### src/rtl/skt_pkg.sv
`timescale 1ns / 1ps

package skt_pkg;

	// Fixed field widths of the request and result ports
	localparam int CMD_W      = 2;
	localparam int IN_KEY_W   = 16;
	localparam int STATUS_W   = 2;
	localparam int ECOUNT_W   = 9;

	// Cells per first-level match group
	localparam int GROUP_W    = 16;

	// Command codes
	localparam logic [CMD_W-1:0] CMD_MEMBER = 2'd0;
	localparam logic [CMD_W-1:0] CMD_INSERT = 2'd1;
	localparam logic [CMD_W-1:0] CMD_DELETE = 2'd2;

	// Status codes
	localparam logic [STATUS_W-1:0] ST_OK          = 2'd0;
	localparam logic [STATUS_W-1:0] ST_MISS_OR_DUP = 2'd1;
	localparam logic [STATUS_W-1:0] ST_FULL        = 2'd2;

	// Sequencer states
	typedef enum logic [1:0] {
		S_IDLE,
		S_CMP,
		S_UPD
	} state_t;

	// Broadcast control from the sequencer to every cell
	typedef struct packed {
		logic cmp;
		logic ins;
		logic del;
	} cell_ctrl_t;

endpackage

### src/rtl/skt_cell.sv
`timescale 1ns / 1ps

module skt_cell #(
	parameter int KEY_WIDTH = 16,
	parameter int CNT_W     = 9,
	parameter int INDEX     = 0
) (
	input  logic                  clk,
	input  skt_pkg::cell_ctrl_t   ctrl,
	input  logic [KEY_WIDTH-1:0]  req_key,
	input  logic [CNT_W-1:0]      count,
	input  logic [KEY_WIDTH-1:0]  left_key,
	input  logic                  left_lt,
	input  logic [KEY_WIDTH-1:0]  right_key,
	output logic [KEY_WIDTH-1:0]  key_out,
	output logic                  lt_out,
	output logic                  eq_out
);
	import skt_pkg::*;

	logic [KEY_WIDTH-1:0] key_q;
	logic                 lt_q;
	logic                 occupied;

	// Compare the held key against the request key
	assign occupied = CNT_W'(INDEX) < count;
	assign eq_out   = occupied && (key_q == req_key);
	assign key_out  = key_q;
	assign lt_out   = lt_q;

	// Latch the below-key flag for the update cycle
	always_ff @(posedge clk) begin
		if (ctrl.cmp) begin
			lt_q <= occupied && (key_q < req_key);
		end
	end

	// Shift right on insert, shift left on delete, at and above the slot
	always_ff @(posedge clk) begin
		if (ctrl.ins && !lt_q) begin
			if (left_lt) begin
				key_q <= req_key;
			end else begin
				key_q <= left_key;
			end
		end else if (ctrl.del && !lt_q) begin
			key_q <= right_key;
		end
	end

endmodule

### config.mk
export PLATFORM = sky130hd
export DESIGN_NAME = skt_cell
export DESIGN_NICKNAME = d
export VERILOG_FILES = /design/src/rtl/skt_pkg.sv /design/src/rtl/skt_cell.sv
export SDC_FILE = /design/constraint.sdc
export NUM_CORES = 1
export LEC_CHECK = 0
export BUFFER_PORTS_ARGS = -buffer_cell sky130_fd_sc_hd__buf_2
export CAP_MARGIN = 20
export CORE_MARGIN = 5
export CORE_UTILIZATION = 47
export DETAILED_ROUTE_END_ITERATION = 10
export GPL_TIMING_DRIVEN = 0
export PLACE_DENSITY = 0.88
export SLEW_MARGIN = 20
export SYNTH_ARGS = -nofsm -noshare
export SYNTH_HDL_FRONTEND = slang
export SYNTH_SLANG_ARGS = --single-unit
### constraint.sdc
create_clock -name clk -period 2.8 [get_ports clk]
set_input_delay 0.56 -clock clk [delete_from_list [all_inputs] [get_ports clk]]
set_output_delay 0.56 -clock clk [all_outputs]
set_load 0.005 [all_outputs]
==> results.json <==
{
  "drt_pass1_iterations": 3,
  "die_h_um": 63.3,
  "cts_tree": "done",
  "power_density_mw_per_mm2": 384,
  "syn_inst": 134,
  "dp_hpwl_um": 2920,
  "start_util": 0.488,
  "min_period_over_period": 0.813,
  "worst_pin_slew_ns": 0.870,
  "synth_edf_count": 17,
  "drtIter0Drc": 29,
  "syn-cell-area_mm2": 0.00133,
  "track_usage": 0.177,
  "setup_viol": 0,
  "maxSlewHeadroom": 0.420,
  "synth.avg_cell_area_um2": 9.95,
  "mostFrequentLayoutCells": "buf_2 (80), nand2_1 (19), edfxtp_1 (17)",
  "grt_antenna_before_repair": 0,
  "grt_max_degree": 17,
  "synthFlopType": "edfxtp_1",
  "wirelength_um": 3510,
  "post-route-min-period_ns": 2.28,
  "final_max_slew_viol_count": 0,
  "cellLeakagePower_nw": 0.963,
  "die_w_um": 63.3,
  "rrSetupSlack_ns": 1.16,
  "core-area_mm2": 0.00273,
  "r2r_cells": 5,
  "crit_buf_inv": 1,
  "fp.dieArea_mm2": 0.00400,
  "crit_chain": "ha_1 -> nand4_2 -> nor3_2 -> and3_1 -> buf_2",
  "crit_family": "simple AND/OR/NAND/NOR gates",
  "holdCritPathClass": "in -> reg",
  "critPathKind": "reg -> out",
  "tns_ns": 0,
  "whs_ns": 0.460,
  "maxCapViolCount": 0,
  "antennaDiodeCount": 0,
  "status": "completed",
  "yosysUniqueCellTypes": 30,
  "num_vias": 1256,
  "root_buffer": "clkbuf_4",
  "crit_cells": 5,
  "cts.clk_slew.worst_paths_ns": 0.11,
  "grt_setup_unrepaired": "false",
  "max-vdd-ir-drop_mv": 0.254,
  "io_buffer_count": 78,
  "cts.sinks": 17,
  "regArea_um2": 510,
  "fillerInstances": 229,
  "setup_ws_ns": 0.522,
  "crit_path_max_fanout": 4,
  "max_stage_delay_ns": 0.42,
  "synth-async-reset-ratio": 0,
  "yosysSeqAreaShare": 0.383,
  "htree_levels": 1,
  "synth_warnings": 0,
  "max_freq_mhz": 439,
  "hold_buffers": 0,
  "cts_made_buffers": 3,
  "end_kind": "output port",
  "min_path_cells": 1,
  "clk_latency_ns": 0.29,
  "wl_per_cell_um": 14.2,
  "slowest_stage": "edfxtp_1",
  "postRouteAntennaNets": 0,
  "final_nets": 295,
  "drive_gt1_frac": 0.440,
  "drt-vias-per-instance": 5.09,
  "critPathArrivalTime_ns": 1.72,
  "multiInputGateArea_um2": 728,
  "num_rows": 19,
  "start_kind": "register",
  "post_cts_buffers": 0,
  "io_pins": 80,
  "hold_violations": 0,
  "grt_overflow": 0,
  "grt_pass1_wl_um": 5540,
  "clockBufferDepth": 2,
  "synth-seq-cells": 17,
  "grt_pass1_vias": 1272,
  "cts_resized": 0,
  "syn_to_final_growth_pct": 34.3,
  "skew_ns": 0.00267,
  "pre_cts_slack_ns": 0.579,
  "gp_congestion": 0.831,
  "synthesis.nets": 212,
  "layout_commonest_cell": "buf_2",
  "drc": 0,
  "cp.required_ns": 2.24
}
cells in the mapped netlist (all sizes together) (3+ instances only):
library cell  count  area (um2)
a21oi             5        28.8
buf               4        32.5
edfxtp           17         510
ha               16         200
inv              16        60.1
mux2i            16         160
nand2            19        71.3
nand4             3        25.0
nor2              3        11.3
o21ai            17        85.1
stage by stage:
stage | util | total power (W) | instance area (um2) | cells
2_1_floorplan | - | 0.000456 | 1330 | 134
3_3_place_gp | 0.645 | 0.000546 | 1760 | 243
3_5_place_dp | 0.646 | 0.000557 | 1770 | 243
4_1_cts | 0.655 | 0.000692 | 1790 | 247
5_1_grt | 0.655 | 0.000735 | 1790 | 247
6_report | 0.655 | 0.000688 | 1790 | 247
cells by family (layout without fill, tap and decap cells):
group	count (synthesis)	count (layout)	synth area share
compound gates	28	28	0.126
fa+ha+maj	16	16	0.150
buf+inv	21	103	0.0732
flops	17	17	0.383
mux	16	16	0.120
simple gates	36	36	0.148
per-layer routing:
metal,routed length [um],part of all wire,track usage
met5,0,0,0
met4,39,0.011,0.0623
met3,389,0.11,0.0764
met2,1770,0.50,0.317
met1,1320,0.38,0.181
final timing paths:
kind,start,endpoint
hold / removal,ctrl[2],lt_out
hold reg to reg,lt_out,key_out[15]
setup / recovery,key_out[15],eq_out
setup reg to reg,key_out[15],lt_out
report_power, final:
part           switching (W)  total, W  leakage (nW)  internal (W)
clock network      0.0000838  0.000139        0.0150     0.0000555
registers          0.0000134  0.000329         0.163      0.000315
logic               0.000112  0.000220         0.785      0.000108
total               0.000209  0.000688         0.963      0.000479
cell type report:
type,instances,area share
Timing Repair Buffer,78,0.218
Clock buffer,4,0.0147
Sequential cell,17,0.285
Multi-Input combinational cell,96,0.406
Inverter,16,0.0335
Buffer,5,0.0209
Tap cell,31,0.0216
registers in the layout, summed over array words and instances (netlist names):
| register | count |
|---|---|
| key_out | 16 |
| lt_out | 1 |
Power figures use the tool's default switching activity.
